File: src/rtl/brem_pkg.sv
package brem_pkg;

  localparam int FRAC_BITS = 16;

  localparam int H_W   = 32;              // positive cell width/height magnitude
  localparam int Q_W   = H_W + FRAC_BITS; // hy/hx and hx/hy ratios
  localparam int D_W   = Q_W + 3;         // signed doubled stiffness entry
  localparam int B_W   = Q_W + 2;         // multiplier operand magnitude
  localparam int A_W   = 2 * H_W;         // multiplicand (area or |coef|)
  localparam int P_W   = A_W + B_W;       // full product
  localparam int ACC_W = 36;              // weighted f sums, 9 * 2^31 fits
  localparam int QD_W  = 37;              // unsaturated dividend, below 2^31 * 36 + 36
  localparam int CNT_W = $clog2(B_W);

  // reciprocals ceil(2^RCP_SH / dv); exact quotient for any dividend below 2^QD_W
  localparam int RCP_SH  = 43;
  localparam int RCP_POS = RCP_SH + B_W - QD_W; // quotient lsb after QD_W serial steps
  localparam logic [A_W-1:0] RCP_STIFF = A_W'(64'd1466015503702);
  localparam logic [A_W-1:0] RCP_MASS  = A_W'(64'd244335917284);

  // saturation thresholds on the shifted product: 2^31 * dv, (2^31 + 1) * dv
  localparam logic [P_W-1:0] THR_STIFF_POS = P_W'(64'd12884901888);
  localparam logic [P_W-1:0] THR_STIFF_NEG = P_W'(64'd12884901894);
  localparam logic [P_W-1:0] THR_MASS_POS  = P_W'(64'd77309411328);
  localparam logic [P_W-1:0] THR_MASS_NEG  = P_W'(64'd77309411364);

  localparam logic [1:0] MODE_STIFF = 2'd0;
  localparam logic [1:0] MODE_MASS  = 2'd1;
  localparam logic [1:0] MODE_LOAD  = 2'd2;
  localparam logic [1:0] MODE_NONE  = 2'd3;

  typedef struct packed {
    logic [1:0]         mode;
    logic signed [31:0] x_left;
    logic signed [31:0] x_right;
    logic signed [31:0] y_bottom;
    logic signed [31:0] y_top;
    logic signed [31:0] coef;
    logic signed [31:0] f_vertex0;
    logic signed [31:0] f_vertex1;
    logic signed [31:0] f_vertex2;
    logic signed [31:0] f_vertex3;
  } in_t;

  typedef struct packed {
    logic [1:0]         row_index;
    logic signed [31:0] entry0;
    logic signed [31:0] entry1;
    logic signed [31:0] entry2;
    logic signed [31:0] entry3;
    logic               saturated;
    logic               size_error;
    logic               last;
  } out_t;

  typedef struct packed {
    logic [1:0]             mode;
    logic                   bad;
    logic [H_W-1:0]         hx;
    logic [H_W-1:0]         hy;
    logic [31:0]            coef;
    logic [3:0][ACC_W-1:0]  acc;
  } job_t;

  // weights {4,2,2,1} as shift amounts, picked by i xor j
  function automatic logic [1:0] wshift(input logic [1:0] idx);
    logic [1:0] s;
    case (idx)
      2'd0:    s = 2'd2;
      2'd3:    s = 2'd0;
      default: s = 2'd1;
    endcase
    return s;
  endfunction

endpackage

File: src/rtl/brem_fifo.sv
module brem_fifo (
  input  logic            clk,
  input  logic            rst_n,
  input  logic            push,
  input  brem_pkg::job_t  push_data,
  output logic            full,
  input  logic            pop,
  output logic            empty,
  output brem_pkg::job_t  head
);

  brem_pkg::job_t mem_r [2];
  logic       wp_r, rp_r;
  logic [1:0] cnt_r;

  assign full  = (cnt_r == 2'd2);
  assign empty = (cnt_r == 2'd0);
  assign head  = mem_r[rp_r];

  always_ff @(posedge clk) begin
    if (push) begin
      mem_r[wp_r] <= push_data;
    end
  end

  always_ff @(posedge clk) begin
    if (!rst_n) begin
      wp_r  <= 1'b0;
      rp_r  <= 1'b0;
      cnt_r <= 2'd0;
    end else begin
      if (push) wp_r <= !wp_r;
      if (pop)  rp_r <= !rp_r;
      cnt_r <= cnt_r + 2'(push) - 2'(pop);
    end
  end

endmodule

File: config.mk
export PLATFORM = sky130hd
export DESIGN_NAME = brem_fifo
export DESIGN_NICKNAME = d
export VERILOG_FILES = /design/src/rtl/brem_pkg.sv /design/src/rtl/brem_fifo.sv
export SDC_FILE = /design/constraint.sdc
export NUM_CORES = 1
export LEC_CHECK = 0
export BUFFER_PORTS_ARGS = -buffer_cell sky130_fd_sc_hd__buf_4
export CAP_MARGIN = 20
export CORE_UTILIZATION = 52
export CTS_CLUSTER_DIAMETER = 30
export DETAILED_ROUTE_END_ITERATION = 10
export PLACE_DENSITY = 0.79
export SLEW_MARGIN = 5
export SYNTH_ARGS = -nofsm -noshare
export SYNTH_HDL_FRONTEND = slang
export SYNTH_SLANG_ARGS = --single-unit
File: constraint.sdc
create_clock -name clk -period 14.8 [get_ports clk]
set_input_delay 1.48 -clock clk [delete_from_list [all_inputs] [get_ports clk]]
set_output_delay 1.48 -clock clk [all_outputs]
set_load 0.01 [all_outputs]
==> results.tsv <==
metric	value	unit
status	finished, final reports clean	
Post-Syn Area	18450	sq um
violation count after the first detailed-route iteration	474	
Worst Path Max Fanout	59	
Post-Synth XOR/XNOR Area	0.1695	%
setup TNS	0	ns
Worst-Skew Late Latency	0.60	ns
Max Cap Viol	0	
hold_ws	0.5818	ns
final WL	41.78	mm
row cnt	68	
ys async rst share	0	%
Core ar.	34710	sq um
Worst Path Required	13.32	ns
clock skew	0.02224	ns
RePlAce Congestion	0.8071	
layout cells sized above 1	62.87	%
period utilization	34.29	%
fin worst setup slack	9.726	ns
CTS Hold Bufs	0	
Die Y	190.4	um
PwrDens	158.5	nW/um^2
Bufs on Longest Clock Path	3	
Compound-Gate Fraction of Synth Area	0.04068	%
Post-Synth Adder-Cell Area	0.1356	%
Root Buffer Master	clkbuf_16	
final critical-path required period	5.074	ns
Cells after Synth	777	
CTS tree	built	
drt via density	5.082	
Worst Tran Pin Value	1.050	ns
total power	4067	uW
EDFF count, synth	486	
dpl cells	1704	
register area share after synthesis	79.63	%
crit path capture type	primary output	
WS Path Type	reg -> out	
vias in the first global route	10150	
gr usage total	22.37	%
Synth Flop Type	edfxtp_1	
PostCTS Resize Cnt	0	
syn_area_per_cell	23.75	sq um
RSZ-0062 raised after global routing	false	
Post-Synth Simple-Gate Area	0.2915	%
maximum vdd ir drop	0.0001303	V
worst hold path type	reg -> reg	
antenna-violating nets left	0	
H-tree levels	3	
final hold violations	0	
largest family of logic cells by synthesized area	multiplexers	
Die ar.	36250	sq um
Critical Path Start Type	register	
initial core utilization	53.16	%
setup slack at placement	9.812	ns
worst reg-to-reg setup slack	11.64	ns
nets@finish	1595	
Final Max Tran Viols	0	
grt ovf	0	
vias	9550	
clock slew at reported path FFs	0.05	ns
synth unique cells	14	
die width	190.4	um
IO Port Bufs	491	
YS warnings	0	
DRT Pass-1 Iters	5	
LEAKAGE	0.01015	uW
Finished Layout Cells	1879	
Post-Syn Nets	1026	
largest net degree at the start of global routing	169	
first-pass GRT wire length	58.82	mm
CTS sink count	491	
multiplexer share of the synthesized area	18.29	%
Max Fclk	197.1	MHz
FILL cells	1931	
IO Count	492	
postcts setup bufs	0	
leading cell type in the layout, fill and taps excluded	buf_4	
# setup viols final	0	
total CTS buffers	93	
most frequent cells in the layout	buf_4 (498), edfxtp_1 (486), mux2_4 (170), clkbuf_16 (93), mux2_2 (73)	
post-DP HPWL	26.52	mm
Routed WL per cell	22.23	um
DRC	0	
initial antenna violation count	2	
Slew HR	30.02	%
register bit total from synthesis	491	
arrival time worst endpoint	3.59	ns
P&R area growth vs syn	39.06	%
## worst max-delay path, cell delays in order, from the launching register on
cell and delay, ns:
dfxtp_4 0.96, buf_4 0.56, buf_4 0.83, mux2_4 0.37, buf_4 0.15
## per-layer routing
layer	track usage [%]	wire (um)
met1	23.35	14540
met2	39.02	21780
met5	0	0
met3	8.263	3729
met4	12.00	1734
## cell type report
cell class	count	area, sq um	share of cell area, %
tap	455	569.3	2.218
sequential	491	14700	57.27
antenna	2	5.005	0.01950
multi-input combinational	257	3502	13.65
inverter	2	7.507	0.02925
clock buffer	107	2380	9.274
timing repair buffer	501	3814	14.86
clock inverter	64	686.9	2.677
## cell usage after synthesis (2+ instances only)
cell type,count,area share [%]
buf_6,20,1.2
and2_1,4,0.14
inv_1,2,0.041
mux2_2,73,4.5
dfxtp_1,5,0.54
edfxtp_1,486,79
buf_2,7,0.19
ha_1,2,0.14
mux2_4,170,14
nor2b_1,4,0.14
## per-stage QoR
stage,instance area [sq um],utilization (%)
2_1_floorplan,18450,-
3_3_place_gp,22540,64.92
3_5_place_dp,22540,64.92
4_1_cts,25600,73.75
5_1_grt,25660,73.93
6_report,25660,73.93
## power breakdown
group | internal [uW] | switching [uW]
sequential | 1620 | 28.2
combinational | 230 | 177
clock | 1330 | 685
total | 3180 | 890
## cells by family after synthesis
kind of cell               after synthesis
AOI/OAI and AO/OA                        1
muxes                                  243
and+or+nand+nor                          9
DFF                                    491
adders and majority gates                2
buffers and inverters                   29
xor gates and xnor gates                 2
## worst paths after layout
path             from             to  depth (start not counted)
min reg2reg      rp_r       register                          2
max          register      head[169]                          4
min              rp_r       register                          2
max reg2reg      wp_r  mem_r[1][155]                          3
## registers in the layout, indices dropped and copies added, names as in the netlist, named ones only
register,count
mem_r,486
cnt_r,2
wp_r,1
rp_r,1
(Power assumes the default switching activity.)
