**config.mk**
```make
export PLATFORM = sky130hd
export DESIGN_NAME = brem_front
export DESIGN_NICKNAME = d
export VERILOG_FILES = /design/src/rtl/brem_pkg.sv /design/src/rtl/brem_front.sv
export SDC_FILE = /design/constraint.sdc
export NUM_CORES = 1
export LEC_CHECK = 0
export BUFFER_PORTS_ARGS = -buffer_cell sky130_fd_sc_hd__buf_2
export CAP_MARGIN = 20
export CORE_AREA = 2 2 211 213
export DETAILED_ROUTE_END_ITERATION = 8
export DIE_AREA = 0 0 213 215
export GPL_TIMING_DRIVEN = 0
export PLACE_DENSITY = 0.71
export SLEW_MARGIN = 15
export SYNTH_ARGS = -nofsm -noshare
export SYNTH_HDL_FRONTEND = slang
export SYNTH_SLANG_ARGS = --single-unit
```
**constraint.sdc**
```tcl
create_clock -name vclk -period 4.6
set_input_delay 0.46 -clock vclk [all_inputs]
set_output_delay 0.46 -clock vclk [all_outputs]
set_load 0.005 [all_outputs]
```
**src/rtl/brem_pkg.sv**
```systemverilog
package brem_pkg;

  localparam int FRAC_BITS = 16;

  localparam int H_W   = 32;              // positive cell width/height magnitude
  localparam int Q_W   = H_W + FRAC_BITS; // hy/hx and hx/hy ratios
  localparam int D_W   = Q_W + 3;         // signed doubled stiffness entry
  localparam int B_W   = Q_W + 2;         // multiplier operand magnitude
  localparam int A_W   = 2 * H_W;         // multiplicand (area or |coef|)
  localparam int P_W   = A_W + B_W;       // full product
  localparam int ACC_W = 36;              // weighted f sums, 9 * 2^31 fits
  localparam int QD_W  = 37;              // unsaturated dividend, below 2^31 * 36 + 36
  localparam int CNT_W = $clog2(B_W);

  // reciprocals ceil(2^RCP_SH / dv); exact quotient for any dividend below 2^QD_W
  localparam int RCP_SH  = 43;
  localparam int RCP_POS = RCP_SH + B_W - QD_W; // quotient lsb after QD_W serial steps
  localparam logic [A_W-1:0] RCP_STIFF = A_W'(64'd1466015503702);
  localparam logic [A_W-1:0] RCP_MASS  = A_W'(64'd244335917284);

  // saturation thresholds on the shifted product: 2^31 * dv, (2^31 + 1) * dv
  localparam logic [P_W-1:0] THR_STIFF_POS = P_W'(64'd12884901888);
  localparam logic [P_W-1:0] THR_STIFF_NEG = P_W'(64'd12884901894);
  localparam logic [P_W-1:0] THR_MASS_POS  = P_W'(64'd77309411328);
  localparam logic [P_W-1:0] THR_MASS_NEG  = P_W'(64'd77309411364);

  localparam logic [1:0] MODE_STIFF = 2'd0;
  localparam logic [1:0] MODE_MASS  = 2'd1;
  localparam logic [1:0] MODE_LOAD  = 2'd2;
  localparam logic [1:0] MODE_NONE  = 2'd3;

  typedef struct packed {
    logic [1:0]         mode;
    logic signed [31:0] x_left;
    logic signed [31:0] x_right;
    logic signed [31:0] y_bottom;
    logic signed [31:0] y_top;
    logic signed [31:0] coef;
    logic signed [31:0] f_vertex0;
    logic signed [31:0] f_vertex1;
    logic signed [31:0] f_vertex2;
    logic signed [31:0] f_vertex3;
  } in_t;

  typedef struct packed {
    logic [1:0]         row_index;
    logic signed [31:0] entry0;
    logic signed [31:0] entry1;
    logic signed [31:0] entry2;
    logic signed [31:0] entry3;
    logic               saturated;
    logic               size_error;
    logic               last;
  } out_t;

  typedef struct packed {
    logic [1:0]             mode;
    logic                   bad;
    logic [H_W-1:0]         hx;
    logic [H_W-1:0]         hy;
    logic [31:0]            coef;
    logic [3:0][ACC_W-1:0]  acc;
  } job_t;

  // weights {4,2,2,1} as shift amounts, picked by i xor j
  function automatic logic [1:0] wshift(input logic [1:0] idx);
    logic [1:0] s;
    case (idx)
      2'd0:    s = 2'd2;
      2'd3:    s = 2'd0;
      default: s = 2'd1;
    endcase
    return s;
  endfunction

endpackage

```
**src/rtl/brem_front.sv**
```systemverilog
module brem_front (
  input  logic               in_valid,
  input  brem_pkg::in_t      in_data,
  output logic               in_ready,
  input  logic               q_full,
  output logic               q_push,
  output brem_pkg::job_t     q_data
);

  logic signed [32:0] hx_w;
  logic signed [32:0] hy_w;
  logic signed [31:0] f_w [4];
  logic [3:0][brem_pkg::ACC_W-1:0] acc_w;

  assign hx_w = {in_data.x_right[31], in_data.x_right} - {in_data.x_left[31], in_data.x_left};
  assign hy_w = {in_data.y_top[31], in_data.y_top} - {in_data.y_bottom[31], in_data.y_bottom};

  assign f_w[0] = in_data.f_vertex0;
  assign f_w[1] = in_data.f_vertex1;
  assign f_w[2] = in_data.f_vertex2;
  assign f_w[3] = in_data.f_vertex3;

  always_comb begin
    for (int j = 0; j < 4; j++) begin
      acc_w[j] = '0;
      for (int k = 0; k < 4; k++) begin
        acc_w[j] = acc_w[j] + (brem_pkg::ACC_W'(f_w[k]) << brem_pkg::wshift(2'(j) ^ 2'(k)));
      end
    end
  end

  assign in_ready = !q_full;
  // mode 3 beats are taken and dropped
  assign q_push   = in_valid && !q_full && (in_data.mode != brem_pkg::MODE_NONE);

  always_comb begin
    q_data      = '0;
    q_data.mode = in_data.mode;
    q_data.bad  = hx_w[32] || (hx_w == '0) || hy_w[32] || (hy_w == '0);
    q_data.hx   = hx_w[brem_pkg::H_W-1:0];
    q_data.hy   = hy_w[brem_pkg::H_W-1:0];
    q_data.coef = in_data.coef;
    q_data.acc  = acc_w;
  end

endmodule

```
==> flow_results.org <==
** Setup path
- Data on the critical path is required at its endpoint by 4.14 ns.
- Element type at the critical path start :: primary input
- The worst setup path is of the in -> out kind.
- The critical path ends at q_data[107].
- For the worst setup path, the data arrival time is 4.58 ns.
- Of all nets on the critical path, the largest fanout is 4.
- CP endpoint kind :: output port
- Tracing the worst setup path back leads to its startpoint at in_data[1].

** Synthesis
- Cell accounting for the most synthesized area :: sky130_fd_sc_hd__fa_1
- Net count after synthesis :: 2,760
- Post-Syn Area per Cell :: 8.23 µm²
- Largest family of logic cells by synthesized area :: adder cells
- XOR/XNOR share of the synthesized area :: 0.0819
- Area share of the leading cell type in the synthesized netlist :: 0.316
- By area the synthesized netlist is led by sky130_fd_sc_hd__fa_1 32%, sky130_fd_sc_hd__ha_1 14%, sky130_fd_sc_hd__inv_1 10%.
- Post-synthesis share of cell area spent on full adders, half adders and majority gates :: 0.461
- Compound-cell area share of the yosys netlist :: 0.202
- Post-synth cell types :: 93
- Yosys synthesis warning count :: 0
- Of the total synthesized cell area, the portion taken by AND, OR, NAND and NOR gates is 0.128.
- Number of standard cells after synthesis :: 2,014
- Multiplexer share of the synthesized area :: 0.00181
- For this run, the register share of the synthesized area comes to 0.
- After synthesis the cells add up to 16,600 µm².

** Clock network
- Hold buffer count at cts :: 0

** Global routing
- The first global-routing pass estimated 89.9 mm of wire.
- GR Overflow Total :: 0
- Entering global routing, the biggest net connects 11 pins.
- In the global route stage, overall resource usage came out at 0.248.
- Number of antenna violations at the first check in global routing :: 16
- The number of global-route vias before repair came to 17,264.

** Finish
- Leaving out fill and tap cells, the most frequent cells in the layout are 489 x sky130_fd_sc_hd__buf_2, 395 x sky130_fd_sc_hd__inv_1, 244 x sky130_fd_sc_hd__fa_1.
- The clock buffers instantiated in the layout total 0.
- Leaving out filler cells and counting taps, the final layout contains 3,257.
- After routing the design area is 22,600 µm².
- Final-stage net count :: 3,406
- Final core area utilization :: 0.518
- Sequential cell area :: 0 µm²
- Area Overhead vs Synth :: 36.3%
- Share of layout cells above drive strength 1 :: 0.365
- The final layout contains a sequential cell count of 0.
- Most frequent standard cell in the layout excluding fill and tap cells :: sky130_fd_sc_hd__buf_2

** Pwr
- In this run the static leakage power is 11.4 nW.
- In this run the power density over the cells is 385 nW/µm².
- VDD sags by at most 291 µV.

** Drt
- For this run, the detailed router's first-pass iteration total came to 5.
- Wires add up to 60.3 mm.
- The detail route stage leaves a number of antenna-violating nets equal to 0.
- In the final routed layout, each cell accounts on average for 18.5 µm.
- Number of remaining DRC errors :: 0
- Detailed Route Iter0 Violations :: 677
- Via density per instance :: 5.20
- Vias after detailed routing :: 16,949

** Placement
- The congestion estimate from routability-driven global placement came to 0.953.
- Including well taps, the total number of placed cells is 3,111.
- After detailed placement, the total cell area comes to 19,900 µm².
- HPWL Detailed :: 51.0 mm
- Input and output buffers added on the ports amount to 505.

** Status
- The checks that failed: negative setup slack.
- Status :: complete, but fails checks

** Timing
- In this run the tightest slew margin relative to its limit is 0.210.
- The number of slew-limit violations in the final report was 0.
- Final Critical Period :: 5.04 ns
- Final period utilization :: 1.10
- At the pin with the least slew margin, the transition time is 1.17 ns.
- Setup repair after global routing could not meet its margin everywhere.
- Endpoints failing hold :: 0
- Worst-case setup margin in the final layout :: -0.441 ns
- Final setup violating endpoints :: 39
- For this run, the top clock speed supported by timing is 198 MHz.

** Floorplan
- After floorplanning, the core was divided into 77 placement rows.
- The die covers 45,800 µm².
- Height of the chip :: 215 µm
- Area of the core :: 43,600 µm²
- For this configuration, the core starts out at a cell density of 0.380.
- Count of pins on the block boundary :: 537
- Horizontal die dimension :: 213 µm

** Job
- Max-cap violations in this run came to 0.

** Min path
- Min-Delay Path Class :: in -> out
- The worst hold path passes through 2 cells.
## where the power goes
group             internal, W        total, W  switching (W)
registers                   0               0              0
clock network  0.000000000204  0.000000000204              0
logic                 0.00404         0.00870        0.00466
## logic make-up after synthesis
kind of cell,after synthesis
AO/OA/AOI/OAI,490
adder cells (fa/ha/maj),454
buffers and inverters,504
XOR/XNOR,155
multiplexers,3
AND/OR/NAND/NOR,408
## cell type report
| class | count | area (µm²) |
|---|---|---|
| inverter | 448 | 1790 |
| fill | 4082 | 21100 |
| buffer | 55 | 385 |
| timing repair buffer | 645 | 3820 |
| multi-input combinational | 1510 | 15800 |
| antenna | 7 | 17.5 |
| tap | 592 | 741 |
## how the worst min path moves through the flow
stage	start	end	slack (ns)
floorplan	q_full	in_ready	0.95
finish	in_data[158]	q_data[174]	1.09
CTS	in_data[136]	q_data[152]	1.09
global placement	in_data[137]	q_data[153]	1.09
detailed placement	in_data[136]	q_data[152]	1.09
global route	in_data[137]	q_data[153]	1.09
## per-layer routing
metal  GRT usage  part of all wire  wire length [µm]
met5           0            0.0023               138
met2       0.453              0.51             30600
met1       0.287              0.38             23100
met4      0.0855             0.044              2660
met3      0.0444             0.063              3790
## timing repair
item / 4_1_cts / 5_1_grt
gates resized for setup: 236 / 134
endpoints found under the setup margin: 62 / 63
pin swaps: 136 / 146
gates cloned: 0 / 0
setup buffers: 96 / 55
## synth_stat cells (9+ instances only)
cell                        count
sky130_fd_sc_hd__xor2_1        43
sky130_fd_sc_hd__o21a_1        28
sky130_fd_sc_hd__fa_1         262
sky130_fd_sc_hd__and2_1        14
sky130_fd_sc_hd__a31oi_1       12
sky130_fd_sc_hd__o21ai_0       70
sky130_fd_sc_hd__nor2b_1       26
sky130_fd_sc_hd__a21oi_1      143
sky130_fd_sc_hd__a2111oi_0     10
sky130_fd_sc_hd__nor2_1       103
sky130_fd_sc_hd__buf_4         38
sky130_fd_sc_hd__o211ai_1      15
sky130_fd_sc_hd__and4_1         9
sky130_fd_sc_hd__and3_1        19
sky130_fd_sc_hd__or3_1         10
sky130_fd_sc_hd__nand2_1       74
sky130_fd_sc_hd__ha_1         192
sky130_fd_sc_hd__o21bai_1      21
sky130_fd_sc_hd__nor3_1        33
sky130_fd_sc_hd__nor4_1         9
sky130_fd_sc_hd__nand3_1       44
sky130_fd_sc_hd__inv_1        448
sky130_fd_sc_hd__a211oi_1      10
sky130_fd_sc_hd__xnor2_1      112
sky130_fd_sc_hd__nand4_1       13
sky130_fd_sc_hd__nand2b_1      16
sky130_fd_sc_hd__a21o_1        76
## stage by stage
stage          setup slack [ns]  hold slack [ns]  total power, W  setup TNS (ns)
2_1_floorplan            0.0211            0.951         0.00438               0
4_1_cts                  -0.436             1.09         0.00811           -8.56
3_5_place_dp             -0.985             1.09         0.00710          -27.58
5_1_grt                  -0.649             1.09         0.00948          -15.69
3_3_place_gp             -0.939             1.09         0.00701          -24.61
6_report                 -0.441             1.09         0.00870           -8.56
## critical path, cell delays in order
cell and delay, ns:
sky130_fd_sc_hd__buf_8 0.07, sky130_fd_sc_hd__clkinvlp_4 0.11, sky130_fd_sc_hd__buf_6 0.14, sky130_fd_sc_hd__fa_2 0.53, sky130_fd_sc_hd__inv_2 0.05, sky130_fd_sc_hd__fa_2 0.35, sky130_fd_sc_hd__ha_4 0.18, sky130_fd_sc_hd__fa_2 0.40
sky130_fd_sc_hd__a21oi_2 0.21, sky130_fd_sc_hd__o21ai_2 0.09, sky130_fd_sc_hd__a21oi_2 0.21, sky130_fd_sc_hd__o2bb2ai_4 0.18, sky130_fd_sc_hd__o31ai_4 0.10, sky130_fd_sc_hd__a221oi_4 0.33, sky130_fd_sc_hd__a21oi_2 0.13, sky130_fd_sc_hd__o41ai_4 0.42
sky130_fd_sc_hd__o21ai_2 0.12, sky130_fd_sc_hd__a41oi_2 0.22, sky130_fd_sc_hd__xnor2_1 0.14, sky130_fd_sc_hd__buf_2 0.13
Note: power is estimated with default switching activity, not from simulation.
