File: src/rtl/brem_pkg.sv
package brem_pkg;

  localparam int FRAC_BITS = 16;

  localparam int H_W   = 32;              // positive cell width/height magnitude
  localparam int Q_W   = H_W + FRAC_BITS; // hy/hx and hx/hy ratios
  localparam int D_W   = Q_W + 3;         // signed doubled stiffness entry
  localparam int B_W   = Q_W + 2;         // multiplier operand magnitude
  localparam int A_W   = 2 * H_W;         // multiplicand (area or |coef|)
  localparam int P_W   = A_W + B_W;       // full product
  localparam int ACC_W = 36;              // weighted f sums, 9 * 2^31 fits
  localparam int QD_W  = 37;              // unsaturated dividend, below 2^31 * 36 + 36
  localparam int CNT_W = $clog2(B_W);

  // reciprocals ceil(2^RCP_SH / dv); exact quotient for any dividend below 2^QD_W
  localparam int RCP_SH  = 43;
  localparam int RCP_POS = RCP_SH + B_W - QD_W; // quotient lsb after QD_W serial steps
  localparam logic [A_W-1:0] RCP_STIFF = A_W'(64'd1466015503702);
  localparam logic [A_W-1:0] RCP_MASS  = A_W'(64'd244335917284);

  // saturation thresholds on the shifted product: 2^31 * dv, (2^31 + 1) * dv
  localparam logic [P_W-1:0] THR_STIFF_POS = P_W'(64'd12884901888);
  localparam logic [P_W-1:0] THR_STIFF_NEG = P_W'(64'd12884901894);
  localparam logic [P_W-1:0] THR_MASS_POS  = P_W'(64'd77309411328);
  localparam logic [P_W-1:0] THR_MASS_NEG  = P_W'(64'd77309411364);

  localparam logic [1:0] MODE_STIFF = 2'd0;
  localparam logic [1:0] MODE_MASS  = 2'd1;
  localparam logic [1:0] MODE_LOAD  = 2'd2;
  localparam logic [1:0] MODE_NONE  = 2'd3;

  typedef struct packed {
    logic [1:0]         mode;
    logic signed [31:0] x_left;
    logic signed [31:0] x_right;
    logic signed [31:0] y_bottom;
    logic signed [31:0] y_top;
    logic signed [31:0] coef;
    logic signed [31:0] f_vertex0;
    logic signed [31:0] f_vertex1;
    logic signed [31:0] f_vertex2;
    logic signed [31:0] f_vertex3;
  } in_t;

  typedef struct packed {
    logic [1:0]         row_index;
    logic signed [31:0] entry0;
    logic signed [31:0] entry1;
    logic signed [31:0] entry2;
    logic signed [31:0] entry3;
    logic               saturated;
    logic               size_error;
    logic               last;
  } out_t;

  typedef struct packed {
    logic [1:0]             mode;
    logic                   bad;
    logic [H_W-1:0]         hx;
    logic [H_W-1:0]         hy;
    logic [31:0]            coef;
    logic [3:0][ACC_W-1:0]  acc;
  } job_t;

  // weights {4,2,2,1} as shift amounts, picked by i xor j
  function automatic logic [1:0] wshift(input logic [1:0] idx);
    logic [1:0] s;
    case (idx)
      2'd0:    s = 2'd2;
      2'd3:    s = 2'd0;
      default: s = 2'd1;
    endcase
    return s;
  endfunction

endpackage

File: src/rtl/brem_div.sv
module brem_div (
  input  logic                      clk,
  input  logic                      rst_n,
  input  logic                      start,
  input  logic [brem_pkg::Q_W-1:0]  num,
  input  logic [brem_pkg::H_W-1:0]  den,
  output logic                      busy,
  output logic [brem_pkg::Q_W-1:0]  quo
);

  localparam int DC_W = $clog2(brem_pkg::Q_W);

  logic [brem_pkg::Q_W-1:0] num_r;
  logic [brem_pkg::H_W-1:0] rem_r, den_r;
  logic [DC_W-1:0]          cnt_r;
  logic                     busy_r;
  logic [brem_pkg::H_W:0]   t, diff;
  logic                     ge;

  assign t    = {rem_r, num_r[brem_pkg::Q_W-1]};
  assign diff = t - {1'b0, den_r};
  assign ge   = (t >= {1'b0, den_r});
  assign busy = busy_r;
  assign quo  = num_r;

  always_ff @(posedge clk) begin
    if (start) begin
      num_r <= num;
      den_r <= den;
      rem_r <= '0;
    end else if (busy_r) begin
      num_r <= {num_r[brem_pkg::Q_W-2:0], ge};
      rem_r <= ge ? diff[brem_pkg::H_W-1:0] : t[brem_pkg::H_W-1:0];
    end
  end

  always_ff @(posedge clk) begin
    if (!rst_n) begin
      busy_r <= 1'b0;
      cnt_r  <= '0;
    end else if (start) begin
      busy_r <= 1'b1;
      cnt_r  <= '0;
    end else if (busy_r) begin
      cnt_r <= cnt_r + 1'b1;
      if (cnt_r == DC_W'(brem_pkg::Q_W - 1)) busy_r <= 1'b0;
    end
  end

endmodule

File: src/rtl/brem_back.sv
module brem_back (
  input  logic            clk,
  input  logic            rst_n,
  input  logic            q_empty,
  input  brem_pkg::job_t  q_head,
  output logic            q_pop,
  output logic            out_valid,
  input  logic            out_ready,
  output brem_pkg::out_t  out_data
);

  typedef enum logic [6:0] {
    ST_IDLE = 7'b0000001,
    ST_RDIV = 7'b0000010,
    ST_LOAD = 7'b0000100,
    ST_MUL  = 7'b0001000,
    ST_CHK  = 7'b0010000,
    ST_QDIV = 7'b0100000,
    ST_EMIT = 7'b1000000
  } state_t;

  state_t                         state_r;
  brem_pkg::job_t                 job_r;
  logic [brem_pkg::A_W-1:0]       area_r, a_r;
  logic [3:0][brem_pkg::D_W-1:0]  d_r;
  logic [brem_pkg::P_W-1:0]       p_r;
  logic [brem_pkg::CNT_W-1:0]     cnt_r;
  logic [1:0]                     k_r, row_r;
  logic                           neg_r;
  logic [3:0][31:0]               e_r;
  logic [3:0]                     es_r;
  brem_pkg::out_t                 out_r;
  logic                           out_valid_r;

  logic                           div_start, r_busy, s_busy;
  logic [brem_pkg::Q_W-1:0]       r_quo, s_quo;
  logic [brem_pkg::A_W-1:0]       area_w;

  brem_div u_div_r (
    .clk   (clk),
    .rst_n (rst_n),
    .start (div_start),
    .num   ({q_head.hy, {brem_pkg::FRAC_BITS{1'b0}}}),
    .den   (q_head.hx),
    .busy  (r_busy),
    .quo   (r_quo)
  );

  brem_div u_div_s (
    .clk   (clk),
    .rst_n (rst_n),
    .start (div_start),
    .num   ({q_head.hx, {brem_pkg::FRAC_BITS{1'b0}}}),
    .den   (q_head.hy),
    .busy  (s_busy),
    .quo   (s_quo)
  );

  assign q_pop     = (state_r == ST_IDLE) && !q_empty;
  assign div_start = q_pop && !q_head.bad && (q_head.mode == brem_pkg::MODE_STIFF);
  assign area_w    = q_head.hx * q_head.hy;

  // doubled stiffness entries from the two ratios
  logic [brem_pkg::D_W-1:0] rr, ss;
  assign rr = brem_pkg::D_W'(r_quo);
  assign ss = brem_pkg::D_W'(s_quo);

  // operands for entry k
  logic [31:0]                coef_mag;
  logic [brem_pkg::D_W-1:0]   d_k, d_mag;
  logic [brem_pkg::ACC_W-1:0] acc_k, acc_mag;
  logic [brem_pkg::A_W-1:0]   a_w;
  logic [brem_pkg::B_W-1:0]   b_w;
  logic                       neg_w;

  assign coef_mag = job_r.coef[31] ? (32'd0 - job_r.coef) : job_r.coef;
  assign d_k      = d_r[k_r];
  assign d_mag    = d_k[brem_pkg::D_W-1] ? ('0 - d_k) : d_k;
  assign acc_k    = job_r.acc[k_r];
  assign acc_mag  = acc_k[brem_pkg::ACC_W-1] ? ('0 - acc_k) : acc_k;

  always_comb begin
    case (job_r.mode)
      brem_pkg::MODE_STIFF: begin
        a_w   = brem_pkg::A_W'(coef_mag);
        b_w   = d_mag[brem_pkg::B_W-1:0];
        neg_w = job_r.coef[31] ^ d_k[brem_pkg::D_W-1];
      end
      brem_pkg::MODE_MASS: begin
        a_w   = area_r;
        b_w   = brem_pkg::B_W'(coef_mag) << brem_pkg::wshift(k_r);
        neg_w = job_r.coef[31];
      end
      default: begin
        a_w   = area_r;
        b_w   = brem_pkg::B_W'(acc_mag);
        neg_w = acc_k[brem_pkg::ACC_W-1];
      end
    endcase
  end

  // shift-add multiply step, shared by the product and the reciprocal pass
  logic [brem_pkg::A_W:0]   mul_t;
  logic [brem_pkg::P_W-1:0] p_step;
  assign mul_t  = {1'b0, p_r[brem_pkg::P_W-1:brem_pkg::B_W]}
                + (p_r[0] ? {1'b0, a_r} : '0);
  assign p_step = {mul_t, p_r[brem_pkg::B_W-1:1]};

  // saturation check on the shifted product
  logic [brem_pkg::P_W-1:0]  ps_w, thr_w;
  logic [brem_pkg::A_W-1:0]  rcp_w;
  logic                      stiff;
  assign stiff = (job_r.mode == brem_pkg::MODE_STIFF);
  assign ps_w  = stiff ? (p_r >> brem_pkg::FRAC_BITS) : (p_r >> (2 * brem_pkg::FRAC_BITS));
  assign rcp_w = stiff ? brem_pkg::RCP_STIFF : brem_pkg::RCP_MASS;
  assign thr_w = stiff ? (neg_r ? brem_pkg::THR_STIFF_NEG : brem_pkg::THR_STIFF_POS)
                       : (neg_r ? brem_pkg::THR_MASS_NEG  : brem_pkg::THR_MASS_POS);

  // divide by 6 or 36 as a multiply by the scaled reciprocal
  logic [31:0] q_res;
  assign q_res = p_step[brem_pkg::RCP_POS+31:brem_pkg::RCP_POS];

  // row assembly
  brem_pkg::out_t row_w;
  logic           is_load;
  assign is_load = (job_r.mode == brem_pkg::MODE_LOAD);
  always_comb begin
    row_w            = '0;
    row_w.row_index  = row_r;
    row_w.entry0     = is_load ? e_r[0] : e_r[row_r ^ 2'd0];
    row_w.entry1     = is_load ? e_r[1] : e_r[row_r ^ 2'd1];
    row_w.entry2     = is_load ? e_r[2] : e_r[row_r ^ 2'd2];
    row_w.entry3     = is_load ? e_r[3] : e_r[row_r ^ 2'd3];
    row_w.saturated  = |es_r;
    row_w.size_error = job_r.bad;
    row_w.last       = is_load || (row_r == 2'd3);
  end

  logic emit_go;
  assign emit_go = (state_r == ST_EMIT) && (!out_valid_r || out_ready);

  always_ff @(posedge clk) begin
    case (state_r)
      ST_IDLE: begin
        if (q_pop) begin
          job_r  <= q_head;
          area_r <= area_w;
          k_r    <= 2'd0;
          row_r  <= 2'd0;
          e_r    <= '0;
          es_r   <= '0;
        end
      end
      ST_RDIV: begin
        d_r[0] <= (rr << 1) + (ss << 1);
        d_r[1] <= ss - (rr << 1);
        d_r[2] <= rr - (ss << 1);
        d_r[3] <= '0 - (rr + ss);
      end
      ST_LOAD: begin
        a_r   <= a_w;
        p_r   <= {{brem_pkg::A_W{1'b0}}, b_w};
        neg_r <= neg_w;
        cnt_r <= '0;
      end
      ST_MUL: begin
        p_r   <= p_step;
        cnt_r <= cnt_r + 1'b1;
      end
      ST_CHK: begin
        if (ps_w >= thr_w) begin
          e_r[k_r]  <= neg_r ? 32'h8000_0000 : 32'h7fff_ffff;
          es_r[k_r] <= 1'b1;
          k_r       <= k_r + 2'd1;
        end else begin
          a_r   <= rcp_w;
          p_r   <= {{brem_pkg::A_W{1'b0}}, brem_pkg::B_W'(ps_w[brem_pkg::QD_W-1:0])};
          cnt_r <= '0;
        end
      end
      ST_QDIV: begin
        p_r   <= p_step;
        cnt_r <= cnt_r + 1'b1;
        if (cnt_r == brem_pkg::CNT_W'(brem_pkg::QD_W - 1)) begin
          e_r[k_r] <= neg_r ? (32'd0 - q_res) : q_res;
          k_r      <= k_r + 2'd1;
        end
      end
      ST_EMIT: begin
        if (emit_go) begin
          out_r <= row_w;
          row_r <= row_r + 2'd1;
        end
      end
      default: ;
    endcase
  end

  always_ff @(posedge clk) begin
    if (!rst_n) begin
      state_r     <= ST_IDLE;
      out_valid_r <= 1'b0;
    end else begin
      if (emit_go) begin
        out_valid_r <= 1'b1;
      end else if (out_ready) begin
        out_valid_r <= 1'b0;
      end
      unique case (state_r)
        ST_IDLE: begin
          if (q_pop) begin
            if (q_head.bad)                              state_r <= ST_EMIT;
            else if (q_head.mode == brem_pkg::MODE_STIFF) state_r <= ST_RDIV;
            else                                         state_r <= ST_LOAD;
          end
        end
        ST_RDIV: begin
          if (!r_busy && !s_busy) state_r <= ST_LOAD;
        end
        ST_LOAD: state_r <= ST_MUL;
        ST_MUL: begin
          if (cnt_r == brem_pkg::CNT_W'(brem_pkg::B_W - 1)) state_r <= ST_CHK;
        end
        ST_CHK: begin
          if (ps_w >= thr_w) state_r <= (k_r == 2'd3) ? ST_EMIT : ST_LOAD;
          else               state_r <= ST_QDIV;
        end
        ST_QDIV: begin
          if (cnt_r == brem_pkg::CNT_W'(brem_pkg::QD_W - 1)) begin
            state_r <= (k_r == 2'd3) ? ST_EMIT : ST_LOAD;
          end
        end
        ST_EMIT: begin
          if (emit_go && row_w.last) state_r <= ST_IDLE;
        end
        default: state_r <= ST_IDLE;
      endcase
    end
  end

  assign out_valid = out_valid_r;
  assign out_data  = out_r;

endmodule

File: config.mk
export PLATFORM = sky130hd
export DESIGN_NAME = brem_back
export DESIGN_NICKNAME = d
export VERILOG_FILES = /design/src/rtl/brem_pkg.sv /design/src/rtl/brem_div.sv /design/src/rtl/brem_back.sv
export SDC_FILE = /design/constraint.sdc
export NUM_CORES = 2
export LEC_CHECK = 0
export BUFFER_PORTS_ARGS = -buffer_cell sky130_fd_sc_hd__buf_2
export CAP_MARGIN = 10
export CORE_MARGIN = 5
export CORE_UTILIZATION = 30
export DETAILED_ROUTE_END_ITERATION = 10
export PLACE_DENSITY = 0.45
export SYNTH_ARGS = -nofsm -noshare
export SYNTH_HDL_FRONTEND = slang
export SYNTH_SLANG_ARGS = --single-unit
File: constraint.sdc
create_clock -name clk -period 27.9 [get_ports clk]
set_input_delay 5.58 -clock clk [delete_from_list [all_inputs] [get_ports clk]]
set_output_delay 5.58 -clock clk [all_outputs]
set_load 0.02 [all_outputs]
==> impl_metrics.yaml <==
die:
  die_area_mm2: 0.3559
  core_mm2: 0.3430
  rows: 215
  ios: 382
  initial_core_util_pct: 30.09
  chipWidth_um: 596.6
  die_h_um: 596.6
finish:
  final_cell_mix: "inv_1, edfxtp_1, nand2_1, fa_1, and2_1"
  layout.nets: 12000
  syn_to_final_growth_pct: 11.15
  utilization_pct: 33.45
  final_common_cell: "inv_1"
  final_layout_size_suffix_gt1_share_pct: 11.39
placed_design:
  gp_congestion: 0.8939
  dp_slack_ns: 13.81
  portBuffers: 381
  dp_hpwl_mm: 262.5
drt:
  vias: 76510
  drtIter0Drc: 5606
  final_antenna_net_count: 0
  wire_per_inst_um: 23.86
  drc: 0
  wl_mm: 355.1
  viasPerCell: 5.140
  firstDrtPassIters: 6
timing:
  setup_ws_ns: 14.64
  setup_tns_ns: 0
  fmax_mhz: 75.43
  min_period_ns: 13.26
  skew_ns: 0.07570
  hold_viol: 0
  setup_viol: 0
  drv_slew: 0
  tightest_slew_ns: 1.089
  slew_headroom_pct: 27.43
  grt_setup_unrepaired: "false"
  fin_crit_sh_pct: 47.52
logic_synthesis:
  syn_inst: 10060
  yosysTopAreaCellShare_pct: 29.76
  async_reset_ff_share_pct: 0
  ys_top_cells_by_area: "edfxtp_1, fa_1, ha_1"
  synth_compound_area_share_pct: 11.75
  yosysSeqAreaShare_pct: 32.05
  synth_area_leader_cell: "edfxtp_1"
  synthAdderAreaFrac_pct: 25.33
  ys_ff_latch: 1141
  synth_top_family_by_area: "adder cells"
  ys.warnings.count: 0
  yosys.area_share.simple_pct: 13.70
  synthXorXnorAreaFrac_pct: 4.029
  syn_area_mm2: 0.1032
  synth_flop_cell: "edfxtp_1"
  synthMuxAreaShare_pct: 6.980
  syn-num-nets: 11860
  synthDistinctLibCells: 107
  synth.avg_cell_area_um2: 10.26
  synth_edf_count: 1023
global_route:
  grt_pass1_wl_mm: 528.1
  grtUsageTotal_pct: 19.50
  overflow: 0
  antenna_found_initial: 30
  grt_pass1_vias: 79300
  grt_max_degree: 88
worst_setup_path:
  worstPathRequired_ns: 28.49
  crit_type: "in2reg"
  end_kind: "flop"
  worstSetupStartpointType: "input port"
  r2r_slack_ns: 22.09
  cp_max_fo: 34
  cp.arrival_ns: 13.85
cts:
  postCtsSetupRepairBufs: 0
  post_cts_resized: 0
  clock_latency_ns: 0.86
  cts_tree: "done"
  cts_hold_repair.buffers: 0
  clk_pin_slew_ns: 0.06
  cts-htree-levels: 4
  clkSinkCount: 1141
  cts_buffers: 147
  cts_buffer_depth: 4
  cts_root_buf: "clkbuf_16"
hold_path:
  min_path_type: "reg2reg"
run:
  max_cap_violations: 0
status:
  status: "finished clean"
## routing by layer
layer | vias to the layer above | part of all wire (%) | track usage, %
met5 | - | 0.011 | 0
li1 | 34910 | - | -
met3 | 484 | 5.6 | 2.562
met4 | 6 | 3.8 | 6.474
met2 | 2277 | 46 | 31.79
met1 | 38830 | 44 | 26.79
## path summary, 6_finish.rpt
check / start / to / cells past startpoint
max: q_head[183] / area_r[62] / 25
min: job_r[240] / out_data[1] / 0
max reg2reg: job_r[241] / p_r[89] / 13
min reg2reg: job_r[240] / out_data[1] / 0
## cell usage after synthesis (75+ instances only)
master / count
mux4_2: 212
a21oi_1: 654
and2_1: 679
mux2i_1: 92
inv_1: 1146
nand3_1: 184
clkbuf_1: 447
nand2_1: 987
ha_1: 645
edfxtp_1: 1023
a21o_1: 222
mux2_2: 134
dfxtp_1: 118
nor2_1: 521
o22a_1: 99
xnor2_1: 297
nor3_1: 75
o21ai_0: 376
fa_1: 903
xor2_1: 176
## state kept, by name, summed over array words and instances, names as in the netlist, 64 cells and up
name / cells
job_r: 179
e_r: 128
a_r: 64
area_r: 64
p_r: 114
out_data: 133
d_r: 198
## through the flow
step | std cells | cell area [µm²] | hold WS [ns]
2_1_floorplan | 10060 | 103200 | 0.4003
3_3_place_gp | 14610 | 109900 | 0.4143
3_5_place_dp | 14610 | 109900 | 0.4106
4_1_cts | 14870 | 114700 | 0.4251
5_1_grt | 14880 | 114700 | 0.4401
6_report | 14890 | 114700 | 0.4211
## worst max-delay path: stages
cell	delay, ns
buf_2	0.69
and2_1	0.25
fa_1	0.44
fa_1	0.48
fa_1	0.58
inv_1	0.07
fa_1	0.47
inv_1	0.05
fa_1	0.48
fa_1	0.58
fa_1	0.43
fa_1	0.46
ha_1	0.41
nand4_1	0.20
nor4_1	0.49
nand3_1	0.16
nand3_1	0.10
nor2_1	0.11
o2111ai_1	0.21
and2_1	0.21
a31oi_1	0.19
o41a_1	0.42
o21ai_0	0.42
a31oi_1	0.17
xnor2_1	0.15
## layout make-up
type,instances,area [µm²]
fill,34950,228300
timing repair buffer,512,2890
clock buffer,187,3981
clock inverter,78,790.8
antenna,12,30.03
tap,4557,5702
multi-input combinational,7249,63930
sequential,1141,33090
inverter,1149,4313
## logic make-up after synthesis
family,after synthesis
AO/OA/AOI/OAI,1911
XOR/XNOR,474
multiplexers,438
AND/OR/NAND/NOR,2878
adder cells (fa/ha/maj),1548
buffers and inverters,1673
flip-flops,1141
Power is not shown: default switching activity piles up to over one toggle a cycle in this logic, so the estimate is an artifact.
